==> src/design/slh_pkg.sv <==
// ============================================================================
// slh_pkg
// Shared types and constants of the single-lane 64-bit hash block.
// ============================================================================
`default_nettype none

package slh_pkg;

    // Mixing primes.
    localparam logic [63:0] HP1 = 64'h9e3779b185ebca87;
    localparam logic [63:0] HP2 = 64'hc2b2ae3d27d4eb4f;
    localparam logic [63:0] HP3 = 64'h165667b19e3779f9;
    localparam logic [63:0] HP4 = 64'h85ebca77c2b2ae63;
    localparam logic [63:0] HP5 = 64'h27d4eb2f165667c5;

    // Rotate and shift amounts.
    localparam int ROT_ROUND = 27;
    localparam int ROT_TAIL  = 11;
    localparam int SHIFT_AV1 = 33;
    localparam int SHIFT_AV2 = 29;
    localparam int SHIFT_AV3 = 32;

    // Commands from the controller to the datapath, one per cycle.
    typedef enum logic [3:0] {
        CMD_NONE,
        CMD_SET_ROUND,
        CMD_SET_BYTE,
        CMD_SET_TAIL,
        CMD_SET_AVAL1,
        CMD_SET_AVAL2,
        CMD_MUL0,
        CMD_MUL1,
        CMD_MUL2,
        CMD_ACC_ROUND,
        CMD_ACC_TAIL,
        CMD_EMIT
    } slh_cmd_t;

    // Status from the datapath to the controller.
    typedef struct packed {
        logic full;
        logic tail_left;
        logic last;
        logic out_busy;
    } slh_status_t;

endpackage

`default_nettype wire

==> src/design/slh_if.sv <==
// ============================================================================
// slh_in_if / slh_out_if
// Valid/ready channels for message words and for hash results.
// ============================================================================
`default_nettype none

interface slh_in_if;
    logic        valid;
    logic        ready;
    logic [63:0] word_data;
    logic [3:0]  byte_count;
    logic        start_flag;
    logic [31:0] message_length;
    logic        end_of_message;

    modport source (
        output valid, word_data, byte_count, start_flag, message_length, end_of_message,
        input  ready
    );
    modport sink (
        input  valid, word_data, byte_count, start_flag, message_length, end_of_message,
        output ready
    );
endinterface

interface slh_out_if;
    logic        valid;
    logic        ready;
    logic [63:0] hash_value;

    modport source (
        output valid, hash_value,
        input  ready
    );
    modport sink (
        input  valid, hash_value,
        output ready
    );
endinterface

`default_nettype wire

==> src/design/slh_datapath.sv <==
// ============================================================================
// slh_datapath
// Accumulator, word buffer, shared 32x32 multiplier and result register.
// ============================================================================
`default_nettype none

module slh_datapath (
    input  wire logic                clk,
    input  wire logic                rst_n,
    input  wire logic                load,
    input  wire logic [63:0]         word_data,
    input  wire logic [3:0]          byte_count,
    input  wire logic                start_flag,
    input  wire logic [31:0]         message_length,
    input  wire logic                end_of_message,
    input  wire slh_pkg::slh_cmd_t   cmd,
    output slh_pkg::slh_status_t     status,
    output logic                     out_valid,
    input  wire logic                out_ready,
    output logic [63:0]              hash_value
);
    import slh_pkg::*;

    typedef enum logic [1:0] {CS_P1, CS_P2, CS_P3, CS_P5} csel_t;

    localparam logic [63:0] START_BASE = HP5 + 64'd1;

    // Control state, cleared by reset.
    logic [63:0] acc_reg,       acc_next;
    logic [3:0]  cnt_reg,       cnt_next;
    logic [2:0]  idx_reg,       idx_next;
    logic        last_reg,      last_next;
    logic        out_valid_reg, out_valid_next;

    // Payload registers.
    logic [63:0] word_reg, word_next;
    logic [63:0] mop_reg,  mop_next;
    csel_t       csel_reg, csel_next;
    logic [63:0] prod_reg, prod_next;
    logic [63:0] hash_reg, hash_next;

    logic [63:0] mul_const;
    logic [31:0] mul_x;
    logic [31:0] mul_y;
    logic [63:0] mul_p;
    logic [7:0]  tail_byte;
    logic [63:0] round_in;
    logic [63:0] round_rot;
    logic [63:0] tail_in;
    logic [63:0] tail_rot;

    always_comb
    begin
        unique case (csel_reg)
            CS_P1:   mul_const = HP1;
            CS_P2:   mul_const = HP2;
            CS_P3:   mul_const = HP3;
            CS_P5:   mul_const = HP5;
            default: mul_const = HP1;
        endcase
    end

    // A 64-bit product modulo 2^64 takes three passes: low x low, then the
    // two cross terms folded into the upper half.
    assign mul_x = (cmd == CMD_MUL2) ? mop_reg[63:32] : mop_reg[31:0];
    assign mul_y = (cmd == CMD_MUL1) ? mul_const[63:32] : mul_const[31:0];
    assign mul_p = {32'h0, mul_x} * {32'h0, mul_y};

    assign tail_byte = word_reg[{~idx_reg, 3'b000} +: 8];
    assign round_in  = acc_reg ^ word_reg;
    assign round_rot = (round_in << ROT_ROUND) | (round_in >> (64 - ROT_ROUND));
    assign tail_in   = acc_reg ^ prod_reg;
    assign tail_rot  = (tail_in << ROT_TAIL) | (tail_in >> (64 - ROT_TAIL));

    always_comb
    begin
        acc_next       = acc_reg;
        cnt_next       = cnt_reg;
        idx_next       = idx_reg;
        last_next      = last_reg;
        out_valid_next = out_valid_reg;
        word_next      = word_reg;
        mop_next       = mop_reg;
        csel_next      = csel_reg;
        prod_next      = prod_reg;
        hash_next      = hash_reg;

        if (out_valid_reg && out_ready)
        begin
            out_valid_next = 1'b0;
        end

        if (load)
        begin
            word_next = word_data;
            cnt_next  = byte_count[3] ? 4'd8 : byte_count;
            idx_next  = '0;
            last_next = end_of_message;
            if (start_flag)
            begin
                acc_next = START_BASE + {32'h0, message_length};
            end
        end

        unique case (cmd)
            CMD_SET_ROUND:
            begin
                mop_next  = round_rot;
                csel_next = CS_P1;
            end
            CMD_SET_BYTE:
            begin
                mop_next  = {56'h0, tail_byte};
                csel_next = CS_P5;
            end
            CMD_SET_TAIL:
            begin
                mop_next  = tail_rot;
                csel_next = CS_P1;
            end
            CMD_SET_AVAL1:
            begin
                mop_next  = acc_reg ^ (acc_reg >> SHIFT_AV1);
                csel_next = CS_P2;
            end
            CMD_SET_AVAL2:
            begin
                mop_next  = prod_reg ^ (prod_reg >> SHIFT_AV2);
                csel_next = CS_P3;
            end
            CMD_MUL0:
            begin
                prod_next = mul_p;
            end
            CMD_MUL1, CMD_MUL2:
            begin
                prod_next = {prod_reg[63:32] + mul_p[31:0], prod_reg[31:0]};
            end
            CMD_ACC_ROUND:
            begin
                acc_next = prod_reg + HP4;
                cnt_next = '0;
            end
            CMD_ACC_TAIL:
            begin
                acc_next = prod_reg;
                idx_next = idx_reg + 3'd1;
            end
            CMD_EMIT:
            begin
                hash_next      = prod_reg ^ (prod_reg >> SHIFT_AV3);
                out_valid_next = 1'b1;
            end
            default:
            begin
            end
        endcase
    end

    always_ff @(posedge clk or negedge rst_n)
    begin
        if (!rst_n)
        begin
            acc_reg       <= '0;
            cnt_reg       <= '0;
            idx_reg       <= '0;
            last_reg      <= 1'b0;
            out_valid_reg <= 1'b0;
        end
        else
        begin
            acc_reg       <= acc_next;
            cnt_reg       <= cnt_next;
            idx_reg       <= idx_next;
            last_reg      <= last_next;
            out_valid_reg <= out_valid_next;
        end
    end

    always_ff @(posedge clk)
    begin
        word_reg <= word_next;
        mop_reg  <= mop_next;
        csel_reg <= csel_next;
        prod_reg <= prod_next;
        hash_reg <= hash_next;
    end

    assign status.full      = cnt_reg[3];
    assign status.tail_left = ({1'b0, idx_reg} != cnt_reg);
    assign status.last      = last_reg;
    assign status.out_busy  = out_valid_reg;

    assign out_valid  = out_valid_reg;
    assign hash_value = hash_reg;

endmodule

`default_nettype wire

==> src/design/slh_ctrl.sv <==
// ============================================================================
// slh_ctrl
// Sequencer that walks one item through rounds, tail steps and avalanche.
// ============================================================================
`default_nettype none

module slh_ctrl (
    input  wire logic                 clk,
    input  wire logic                 rst_n,
    input  wire logic                 load,
    input  wire slh_pkg::slh_status_t status,
    output logic                      ready,
    output slh_pkg::slh_cmd_t         cmd
);
    import slh_pkg::*;

    typedef enum logic [2:0] {
        S_IDLE,
        S_DECIDE,
        S_MUL0,
        S_MUL1,
        S_MUL2,
        S_POST,
        S_SETTLE
    } state_t;

    typedef enum logic [2:0] {
        J_ROUND,
        J_BYTE,
        J_TAIL,
        J_AVAL1,
        J_AVAL2
    } job_t;

    state_t   state_reg, state_next;
    job_t     job_reg,   job_next;
    logic     ready_reg, ready_next;
    slh_cmd_t cmd_reg,   cmd_next;

    always_comb
    begin
        state_next = state_reg;
        job_next   = job_reg;
        ready_next = ready_reg;
        cmd_next   = CMD_NONE;

        unique case (state_reg)
            S_IDLE:
            begin
                if (load)
                begin
                    ready_next = 1'b0;
                    state_next = S_DECIDE;
                end
            end
            S_DECIDE:
            begin
                if (status.full)
                begin
                    cmd_next   = CMD_SET_ROUND;
                    job_next   = J_ROUND;
                    state_next = S_MUL0;
                end
                else if (status.tail_left)
                begin
                    cmd_next   = CMD_SET_BYTE;
                    job_next   = J_BYTE;
                    state_next = S_MUL0;
                end
                else if (status.last)
                begin
                    cmd_next   = CMD_SET_AVAL1;
                    job_next   = J_AVAL1;
                    state_next = S_MUL0;
                end
                else
                begin
                    ready_next = 1'b1;
                    state_next = S_IDLE;
                end
            end
            S_MUL0:
            begin
                cmd_next   = CMD_MUL0;
                state_next = S_MUL1;
            end
            S_MUL1:
            begin
                cmd_next   = CMD_MUL1;
                state_next = S_MUL2;
            end
            S_MUL2:
            begin
                cmd_next   = CMD_MUL2;
                state_next = S_POST;
            end
            S_POST:
            begin
                unique case (job_reg)
                    J_ROUND:
                    begin
                        cmd_next   = CMD_ACC_ROUND;
                        state_next = S_SETTLE;
                    end
                    J_BYTE:
                    begin
                        cmd_next   = CMD_SET_TAIL;
                        job_next   = J_TAIL;
                        state_next = S_MUL0;
                    end
                    J_TAIL:
                    begin
                        cmd_next   = CMD_ACC_TAIL;
                        state_next = S_SETTLE;
                    end
                    J_AVAL1:
                    begin
                        cmd_next   = CMD_SET_AVAL2;
                        job_next   = J_AVAL2;
                        state_next = S_MUL0;
                    end
                    J_AVAL2:
                    begin
                        if (!status.out_busy)
                        begin
                            cmd_next   = CMD_EMIT;
                            ready_next = 1'b1;
                            state_next = S_IDLE;
                        end
                    end
                    default:
                    begin
                        state_next = S_SETTLE;
                    end
                endcase
            end
            S_SETTLE:
            begin
                state_next = S_DECIDE;
            end
            default:
            begin
                state_next = S_SETTLE;
            end
        endcase
    end

    always_ff @(posedge clk or negedge rst_n)
    begin
        if (!rst_n)
        begin
            state_reg <= S_SETTLE;
            job_reg   <= J_ROUND;
            ready_reg <= 1'b0;
            cmd_reg   <= CMD_NONE;
        end
        else
        begin
            state_reg <= state_next;
            job_reg   <= job_next;
            ready_reg <= ready_next;
            cmd_reg   <= cmd_next;
        end
    end

    assign ready = ready_reg;
    assign cmd   = cmd_reg;

endmodule

`default_nettype wire

==> src/design/single_lane_hash64.sv <==
// ============================================================================
// single_lane_hash64
// Single-lane 64-bit streaming hash over big-endian message words.
// ============================================================================
// Items are taken one at a time. A sequencer (slh_ctrl) drives a datapath
// (slh_datapath) that owns the accumulator and one 32x32 multiplier; every
// 64-bit product modulo 2^64 is built from three passes through that
// multiplier, and this shared multiplier sets the item time. A full
// eight-byte item runs one round, a short item runs a byte step and a tail
// step per tail byte, and a final item then runs the avalanche; an item
// with no data bytes that is not final only passes the decide state. A
// final item also waits, before handing over its hash, until the previous
// hash has left the output register. While a hash sits in that register
// the block goes on accepting and hashing new items. A start item reloads
// the accumulator from the message length before its data is mixed in;
// counts above eight are treated as eight, and bytes beyond the count are
// ignored. After reset the sequencer passes its settle and decide states
// before it first raises ready.
// ============================================================================
`default_nettype none

module single_lane_hash64 (
    input  wire logic clk,
    input  wire logic rst_n,
    slh_in_if.sink    item_in,
    slh_out_if.source hash_out
);
    import slh_pkg::*;

    logic        ctrl_ready;
    logic        load;
    slh_cmd_t    cmd;
    slh_status_t status;

    // An item is taken whenever the sequencer is idle and the source offers.
    assign load          = item_in.valid & ctrl_ready;
    assign item_in.ready = ctrl_ready;

    slh_ctrl u_ctrl (
        .clk    (clk),
        .rst_n  (rst_n),
        .load   (load),
        .status (status),
        .ready  (ctrl_ready),
        .cmd    (cmd)
    );

    slh_datapath u_datapath (
        .clk            (clk),
        .rst_n          (rst_n),
        .load           (load),
        .word_data      (item_in.word_data),
        .byte_count     (item_in.byte_count),
        .start_flag     (item_in.start_flag),
        .message_length (item_in.message_length),
        .end_of_message (item_in.end_of_message),
        .cmd            (cmd),
        .status         (status),
        .out_valid      (hash_out.valid),
        .out_ready      (hash_out.ready),
        .hash_value     (hash_out.hash_value)
    );

endmodule

`default_nettype wire

==> src/flat_wrapper.sv <==
// flat-port wrapper written by rule: the top's interface ports become plain ports
module single_lane_hash64_flat import slh_pkg::*;
  (clk, rst_n, item_in_valid, item_in_word_data, item_in_byte_count, item_in_start_flag, item_in_message_length, item_in_end_of_message, item_in_ready, hash_out_valid, hash_out_hash_value, hash_out_ready);
  slh_in_if item_in_i ();
  slh_out_if hash_out_i ();
  input  wire logic clk;
  input  wire logic rst_n;
  input wire logic [$bits(item_in_i.valid)-1:0] item_in_valid;
  input wire logic [$bits(item_in_i.word_data)-1:0] item_in_word_data;
  input wire logic [$bits(item_in_i.byte_count)-1:0] item_in_byte_count;
  input wire logic [$bits(item_in_i.start_flag)-1:0] item_in_start_flag;
  input wire logic [$bits(item_in_i.message_length)-1:0] item_in_message_length;
  input wire logic [$bits(item_in_i.end_of_message)-1:0] item_in_end_of_message;
  output wire logic [$bits(item_in_i.ready)-1:0] item_in_ready;
  output wire logic [$bits(hash_out_i.valid)-1:0] hash_out_valid;
  output wire logic [$bits(hash_out_i.hash_value)-1:0] hash_out_hash_value;
  input wire logic [$bits(hash_out_i.ready)-1:0] hash_out_ready;
  assign item_in_i.valid = item_in_valid;
  assign item_in_i.word_data = item_in_word_data;
  assign item_in_i.byte_count = item_in_byte_count;
  assign item_in_i.start_flag = item_in_start_flag;
  assign item_in_i.message_length = item_in_message_length;
  assign item_in_i.end_of_message = item_in_end_of_message;
  assign item_in_ready = item_in_i.ready;
  assign hash_out_valid = hash_out_i.valid;
  assign hash_out_hash_value = hash_out_i.hash_value;
  assign hash_out_i.ready = hash_out_ready;
  single_lane_hash64 u_core (.clk(clk), .rst_n(rst_n), .item_in(item_in_i), .hash_out(hash_out_i));
endmodule
==> config.mk <==
export PLATFORM = sky130hd
export DESIGN_NAME = single_lane_hash64_flat
export DESIGN_NICKNAME = d
export VERILOG_FILES = /design/src/design/slh_pkg.sv /design/src/design/slh_if.sv /design/src/design/slh_datapath.sv /design/src/design/slh_ctrl.sv /design/src/design/single_lane_hash64.sv /design/src/flat_wrapper.sv
export SDC_FILE = /design/constraint.sdc
export NUM_CORES = 2
export LEC_CHECK = 0
export BUFFER_PORTS_ARGS = -buffer_cell sky130_fd_sc_hd__buf_2
export CAP_MARGIN = 15
export CORE_MARGIN = 5
export CORE_UTILIZATION = 35
export CTS_BUF_LIST = sky130_fd_sc_hd__clkbuf_2 sky130_fd_sc_hd__clkbuf_4 sky130_fd_sc_hd__clkbuf_8
export DETAILED_ROUTE_END_ITERATION = 8
export PLACE_DENSITY = 0.5
export SLEW_MARGIN = 10
export SYNTH_ARGS = -nofsm -noshare
export SYNTH_HDL_FRONTEND = slang
export SYNTH_SLANG_ARGS = --single-unit
==> constraint.sdc <==
create_clock -name clk -period 12 [get_ports clk]
set_clock_uncertainty 0.15 [all_clocks]
set_input_delay 1.2 -clock clk [delete_from_list [all_inputs] [get_ports clk]]
set_output_delay 1.2 -clock clk [all_outputs]
set_load 0.01 [all_outputs]
==> flow_summary.ini <==
[pwr]
irDropWorstVdd_mv = 0.08882
power.share.clock = 0.462
power.switching_uw = 576.3
seqPwrFrac = 0.511
p_comb_frac = 0.027
p_leak_nw = 25.73
cellInternalPower_mw = 1.904
power_per_cell_area_nw_per_um2 = 44.22
power_switching_share = 0.2323

[synthesis]
synth_area_leader_cell = sky130_fd_sc_hd__fa_1
synth_top_flop_cell = sky130_fd_sc_hd__edfxtp_1
synth_sequential_area_ratio = 0.1914
most_frequently_used_cell_type_in_the_post_synthesis_netlist = sky130_fd_sc_hd__inv_1
synth.yosys.warnings = 0
synth.lib_cells_used.distinct = 96
yosys_register_bits = 342
synth-edff-count = 258
synth_largest_type_area_fraction = 0.3474
post_synth_instance_area_um2 = 51460
yosys-top-cells-area = sky130_fd_sc_hd__fa_1 35%, sky130_fd_sc_hd__edfxtp_1 15%, sky130_fd_sc_hd__ha_1 7.6%
postSynthCellCount = 5422
post_synth.cell_area_avg_um2 = 9.492
postSynth.asyncResetShare = 0.2456
synth.net_count = 6732
netlist_top_cells_count = 961 x sky130_fd_sc_hd__inv_1, 893 x sky130_fd_sc_hd__fa_1, 573 x sky130_fd_sc_hd__nand2_1

[clock_tree]
ctsHtreeMaxLevel = 2
worst_skew_pair.late_latency_ns = 0.69
cts_hold_buffers = 0
tritoncts_clock_tree = yes
post_cts_resize_count = 0
post-cts-setup-buffers = 0
clock_path_buffers = 3
path_clk_slew_ns = 0.06
clockRootBuffer = sky130_fd_sc_hd__clkbuf_8
cts_made_buffers = 58
cts.sinks = 342

[finish]
growth_of_design_area_from_synthesis_to_finish_pct = 8.998
finish.net_count = 6812
share_of_final_layout_standard_cells_stronger_than_drive_strength_1 = 0.09371
final.fill_count = 14770

[route]
initialDrtViolationCount = 4351
detailedRoute.firstPassIterationCount = 9
detailroute.via_count = 41080
drt-wirelength-per-cell_um = 28.63
drt_wl_total_um = 213900
via_per_inst = 5.499
antenna_left = 0
drcViolationCount = 0

[global_route]
grt_start_max_net_pins = 71
via_count_of_the_first_global_routing_pass = 42240
grt.total_usage = 0.2710
grt_antenna_before_repair = 11
grt_overflow = 0
first_pass_grt_wire_length_um = 305800

[floorplanning]
start_util = 0.3527
row_count = 140
die_h_um = 393.5
die_area_um2 = 154800
io-pin-count = 172
dieWidth_um = 393.5
coreArea_um2 = 145900

[outcome]
status = completed

[sta]
final.min_clock_period_ns = 11.20
min_period_over_period = 0.9334
max_clock_freq_ghz = 0.08928
final_setup_violation_count = 0
final.setup.tns_ns = 0
timing.final.ws_setup_ns = 0.7987
max-slew-margin-rel = 0.2765
final_hold_violation_count = 0
final_max_slew_viol_count = 0
rsz0062_at_grt = false
worst_pin_slew_ns = 1.085

[worst_setup_path]
critical_path.slowest_cell = sky130_fd_sc_hd__mux2i_2
worst_ep_arrival_time_ns = 11.46
worst-endpoint-required_ns = 12.26
cp_max_fo = 12
crit_path_frequent_cell = sky130_fd_sc_hd__fa_1
cp-end-kind = register
slowest_cell_delay_on_critical_path_ns = 0.59
worst_r2r_startpoint = u_core.u_ctrl.cmd[2]$_DFF_PN0_
worst_setup_path_startpoint = u_core.u_ctrl.cmd[2]$_DFF_PN0_
worst_setup_path_start_kind = register
classification_of_the_worst_setup_path = reg -> reg

[worst_hold_path]
hold_class = in -> async

[placed_design]
hpwl_um = 175300
port_buffers = 171
dpl_worst_slack_ns = 0.8389
place.gp.congestion = 0.9710

[job]
max_cap_violations = 0
worst max-delay path, delay by kind of cell (launching register included):
family | cells | cell delay [ns]
buffers and inverters | 4 | 1.06
muxes | 1 | 0.59
and+or+nand+nor | 4 | 1.43
DFF | 1 | 0.51
xor gates and xnor gates | 3 | 0.63
AOI/OAI and AO/OA | 12 | 2.43
adders and majority gates | 10 | 4.12
kinds of logic (layout without fill, tap and decap cells):
kind of cell,count (synthesis),after routing,share of synthesized area
adder cells (fa/ha/maj),1204,1204,0.4230
other,0,4,0
AND/OR/NAND/NOR,1383,1383,0.1131
XOR/XNOR,343,343,0.05837
flip-flops,342,342,0.1914
multiplexers,64,64,0.01678
AO/OA/AOI/OAI,807,807,0.1036
buffers and inverters,1279,1406,0.09380
final timing paths:
| check | endpoint | slack (ns) | cells past startpoint |
|---|---|---|---|
| max | u_core.u_datapath.prod_reg[62]$_DFFE_PP_ | 0.80 | 34 |
| min | u_core.u_datapath.acc_reg[2]$_DFFE_PN0P_ | 0.31 | 1 |
| max reg2reg | u_core.u_datapath.prod_reg[62]$_DFFE_PP_ | 0.80 | 34 |
| min reg2reg | u_core.u_datapath.cnt_reg[1]$_DFFE_PN0P_ | 0.40 | 2 |
| max in group asynchronous | u_core.u_datapath.acc_reg[46]$_DFFE_PN0P_ | 10.19 | 2 |
| min in group clk | u_core.u_datapath.cnt_reg[1]$_DFFE_PN0P_ | 0.40 | 2 |
area by class of cell:
class                           instances  area [um2]  area share
Multi-Input combinational cell       3801       36920      0.6581
Clock buffer                           80        1001     0.01784
Inverter                              974        3656     0.06518
Antenna cell                            4       10.01   0.0001784
Sequential cell                       342        9852      0.1756
Tap cell                             1917        2399     0.04276
Timing Repair Buffer                  325        2027     0.03613
Clock inverter                         27       234.0    0.004171
power groups by stage:
stage / Sequential [mW] / Clock [mW] / Combinational [mW]
floorplan: 1.29 / 0 / 0.0280
global placement: 1.29 / 0 / 0.0656
detailed placement: 1.29 / 0 / 0.0663
CTS: 1.27 / 1.17 / 0.0666
global route: 1.27 / 1.23 / 0.0733
finish: 1.27 / 1.15 / 0.0661
layout by cell type (no fill, tap or decap), drive strengths merged, types with 16 or more instances in the layout:
cell	instances
inv	965
fa	893
nand2	575
nor2	568
buf	325
ha	311
edfxtp	258
a21oi	225
xnor2	216
o21ai	163
xor2	127
dfrtp	82
clkbuf	80
a21o	70
o221ai	54
a22oi	50
and2	47
nand3	35
a31oi	32
clkinv	31
nand2b	30
mux2i	30
o22ai	27
nor3	25
mux2	18
o21a	17
o31ai	17
a211oi	17
mux4	16
through the flow:
stage / util / cells / hold WS [ns] / instance area, um2 / power (mW)
4_1_cts: 0.3844 / 7466 / 0.2942 / 56080 / 2.507
3_5_place_dp: 0.3759 / 7359 / 0.3795 / 54850 / 1.358
2_1_floorplan: - / 5422 / 0.2744 / 51460 / 1.319
3_3_place_gp: 0.3759 / 7359 / 0.3756 / 54850 / 1.357
5_1_grt: 0.3844 / 7467 / 0.3236 / 56090 / 2.565
6_report: 0.3844 / 7470 / 0.3118 / 56090 / 2.481
metal layers:
metal,vias to the layer above,global-route usage,wire length [um]
li1,17420,-,-
met1,21010,0.3666,87350
met2,2183,0.4257,96130
met3,453,0.05779,19550
met4,10,0.1077,10770
met5,-,0,66
Note: power is estimated with default switching activity, not from simulation.
